**config.mk**
```make
export PLATFORM = sky130hd
export DESIGN_NAME = skq_ram
export DESIGN_NICKNAME = d
export VERILOG_FILES = /design/src/hdl/skq_ram.sv
export SDC_FILE = /design/constraint.sdc
export NUM_CORES = 2
export LEC_CHECK = 0
export BUFFER_PORTS_ARGS = -buffer_cell sky130_fd_sc_hd__buf_2
export CAP_MARGIN = 20
export CORE_UTILIZATION = 57
export CTS_CLUSTER_DIAMETER = 120
export DETAILED_ROUTE_END_ITERATION = 10
export PLACE_DENSITY = 0.79
export SLEW_MARGIN = 20
export SYNTH_ARGS = -nofsm -noshare
export SYNTH_HDL_FRONTEND = slang
export SYNTH_SLANG_ARGS = --single-unit
```
**constraint.sdc**
```tcl
create_clock -name clk -period 3.8 [get_ports clk]
set_input_delay 0.57 -clock clk [delete_from_list [all_inputs] [get_ports clk]]
set_output_delay 0.57 -clock clk [all_outputs]
set_load 0.005 [all_outputs]
```
**src/hdl/skq_ram.sv**
```systemverilog
module skq_ram #(
	parameter int WIDTH = 32,
	parameter int DEPTH = 64
) (
	input  logic                     clk,
	input  logic                     we,
	input  logic [$clog2(DEPTH)-1:0] waddr,
	input  logic [WIDTH-1:0]         wdata,
	input  logic                     re,
	input  logic [$clog2(DEPTH)-1:0] raddr,
	output logic [WIDTH-1:0]         rdata
);

	logic [WIDTH-1:0] mem_q [DEPTH];

	// Write port and registered read port.
	always_ff @(posedge clk) begin
		if (we) begin
			mem_q[waddr] <= wdata;
		end
		if (re) begin
			rdata <= mem_q[raddr];
		end
	end

endmodule

```
==> impl_metrics.tcl <==
set metrics [dict create \
    status "finished clean" \
    setup_slack_ns 0.779 \
    synth_cells 3324 \
    clock_sinks 2080 \
    start_util 0.574 \
    period_share 0.795 \
    drtIter0Drc 6207 \
    ant_nets 0 \
    portBuffers 78 \
    ys.warnings.count 0 \
    postCtsSetupBuffers 0 \
    ir_worst_vdd_uv 493 \
    track_usage 0.307 \
    hold_class "input pin to flip-flop" \
    place.gp.congestion 0.816 \
    endpoint_kind "flip-flop" \
    drtPass1Iterations 6 \
    grt_pass1_wl_mm 298 \
    fillers 8128 \
    clkSlewWorstSetupHoldPaths_ns 0.06 \
    clock_path_buffers 3 \
    num_rows 136 \
    worstSetupPathType "input pin to flip-flop" \
    synth_fa_ha_area_frac 0 \
    mostFrequentLayoutCells "edfxtp_1 (2080), mux4_2 (544), clkbuf_16 (194)" \
    fp.dieW_microns 374 \
    period_needed_ns 3.02 \
    io_pins 79 \
    synth_nets 3371 \
    clock-skew-final_ns 0.0218 \
    hold_viol 0 \
    preCtsSetupSlack_ns 0.0723 \
    maxCapViolations 0 \
    p_per_area_mw_per_mm2 521 \
    synth_edf_count 2080 \
    final_nets 3660 \
    wl_per_cell_microns 38.1 \
    synth-async-reset-ratio 0 \
    cts_tree "done" \
    layout-drive-gt1-share 0.304 \
    syn-mean-instance-area_sq_um 23.7 \
    hold_path_depth 1 \
    dp_hpwl_mm 111 \
    worst_pin_slew_ns 1.19 \
    r2r_cells 4 \
    rsz0062_at_grt "false" \
    synth_top_family_by_area "multiplexers" \
    syn-cell-area_sq_mm 0.0788 \
    synthXorXnorAreaFrac 0 \
    drc 0 \
    synthMuxAreaShare 0.167 \
    fin_setup_tns_ns 0 \
    cp.required_ns 4.33 \
    root_buffer "clkbuf_16" \
    synth-simple-area-share 0.0126 \
    relSlewSlack 0.210 \
    num_vias 39529 \
    die_area_sq_mm 0.140 \
    avgViaCountPerCell 7.10 \
    overflow 0 \
    layout_commonest_cell "edfxtp_1" \
    grt_pass1_vias 40252 \
    syn_to_final_growth_pct 13.1 \
    cts_made_buffers 191 \
    fin_cells 5569 \
    dp.cells 5212 \
    synth_flop_cell "edfxtp_1" \
    fmax_ghz 0.331 \
    ys_seq_area_frac 0.792 \
    cts-resized-gates 0 \
    place_area_sq_mm 0.0831 \
    grt_max_degree 65 \
    worstPathMaxFanout 35 \
    synth_largest_area_cell "edfxtp_1" \
    ys_top_cells_by_area "edfxtp_1 (79%), mux4_2 (16%), mux2i_1 (1.2%)" \
    synth_compound_area_frac 0.0167 \
    yosysUniqueCellTypes 33 \
    fin_area_sq_mm 0.0891 \
    cts-htree-levels 4 \
    fp.dieH_microns 374 \
    final-setup-viol-count 0 \
    ys_ff_latch 2080 \
    wirelength_mm 212 \
    p_leak_nw 27.8 \
    cp.arrival_ns 3.55 \
    crit_path_start_kind "input pin" \
    synth_top_area_frac 0.792 \
    design.core.area_sq_mm 0.137 \
    antenna_found_initial 16 \
    ctsHoldBuffers 0 \
    drv_slew 0 \
    clk_latency_ns 0.82 \
]
## metal layers
metal / GRT usage / up-vias / share of wire
met4: 0.149 / 18 / 0.056
met3: 0.0758 / 668 / 0.14
met1: 0.410 / 20456 / 0.33
met2: 0.479 / 3511 / 0.47
li1: - / 14876 / -
met5: 0 / - / 0.00055
## stage by stage
stage | power [mW] | utilization | hold slack, ns
2_1_floorplan | 27.2 | - | 0.669
3_5_place_dp | 28.4 | 0.605 | 0.810
6_report | 46.5 | 0.649 | 0.191
3_3_place_gp | 28.3 | 0.605 | 0.787
5_1_grt | 47.5 | 0.649 | 0.190
4_1_cts | 46.5 | 0.648 | 0.190
## flip-flops by register name (all words and copies together), names as in the netlist
signal  flops
mem_q    2048
rdata      32
## power breakdown
part	leakage, nW	internal, mW	switching, mW
Sequential	18.7	25.4	0.103
Combinational	6.18	0.909	1.53
Clock	2.88	10.1	8.33
Total	27.8	36.5	9.96
## layout make-up
type,instances,area [sq um],share of cell area
Clock buffer,242,5030,0.0565
Multi-Input combinational cell,1062,16000,0.179
Clock inverter,109,877,0.00984
Sequential cell,2080,62500,0.701
Timing Repair Buffer,278,2540,0.0285
Tap cell,1794,2240,0.0252
Antenna cell,4,10.0,0.000112
## cell families after synthesis
family	Yosys count
flip-flops	2080
multiplexers	637
AND/OR/NAND/NOR	223
AO/OA/AOI/OAI	202
buffers and inverters	182
## cell usage after synthesis, types with 5 or more instances
| library cell | instances |
|---|---|
| mux4_2 | 544 |
| buf_4 | 25 |
| nand2_1 | 26 |
| buf_6 | 5 |
| o22ai_1 | 84 |
| nor2b_1 | 15 |
| buf_1 | 21 |
| nand3b_1 | 5 |
| buf_2 | 57 |
| a21oi_1 | 62 |
| nor3_1 | 7 |
| clkbuf_1 | 74 |
| o221ai_1 | 27 |
| nand3_1 | 5 |
| edfxtp_1 | 2080 |
| a311oi_1 | 8 |
| nand2b_1 | 8 |
| nor2_1 | 137 |
| mux2i_1 | 93 |
| a22oi_1 | 12 |
## path summary, 6_finish.rpt
| kind | startpoint | end | slack, ns |
|---|---|---|---|
| max | raddr[0] | rdata[19]$_DFFE_PP_ | 0.78 |
| min | wdata[3] | mem_q[44][3]$_DFFE_PP_ | 0.19 |
| max reg2reg | mem_q[29][15]$_DFFE_PP_ | rdata[15]$_DFFE_PP_ | 0.99 |
| min reg2reg | mem_q[12][4]$_DFFE_PP_ | rdata[4]$_DFFE_PP_ | 0.84 |
## critical path, stage by stage
cell and delay [ns]:
buf_8 0.42, buf_4 0.38, buf_4 0.26, mux4_2 0.56
mux4_2 0.52, o22ai_1 0.65, nor2_1 0.12
No activity file was read; power rests on OpenSTA's default activity.
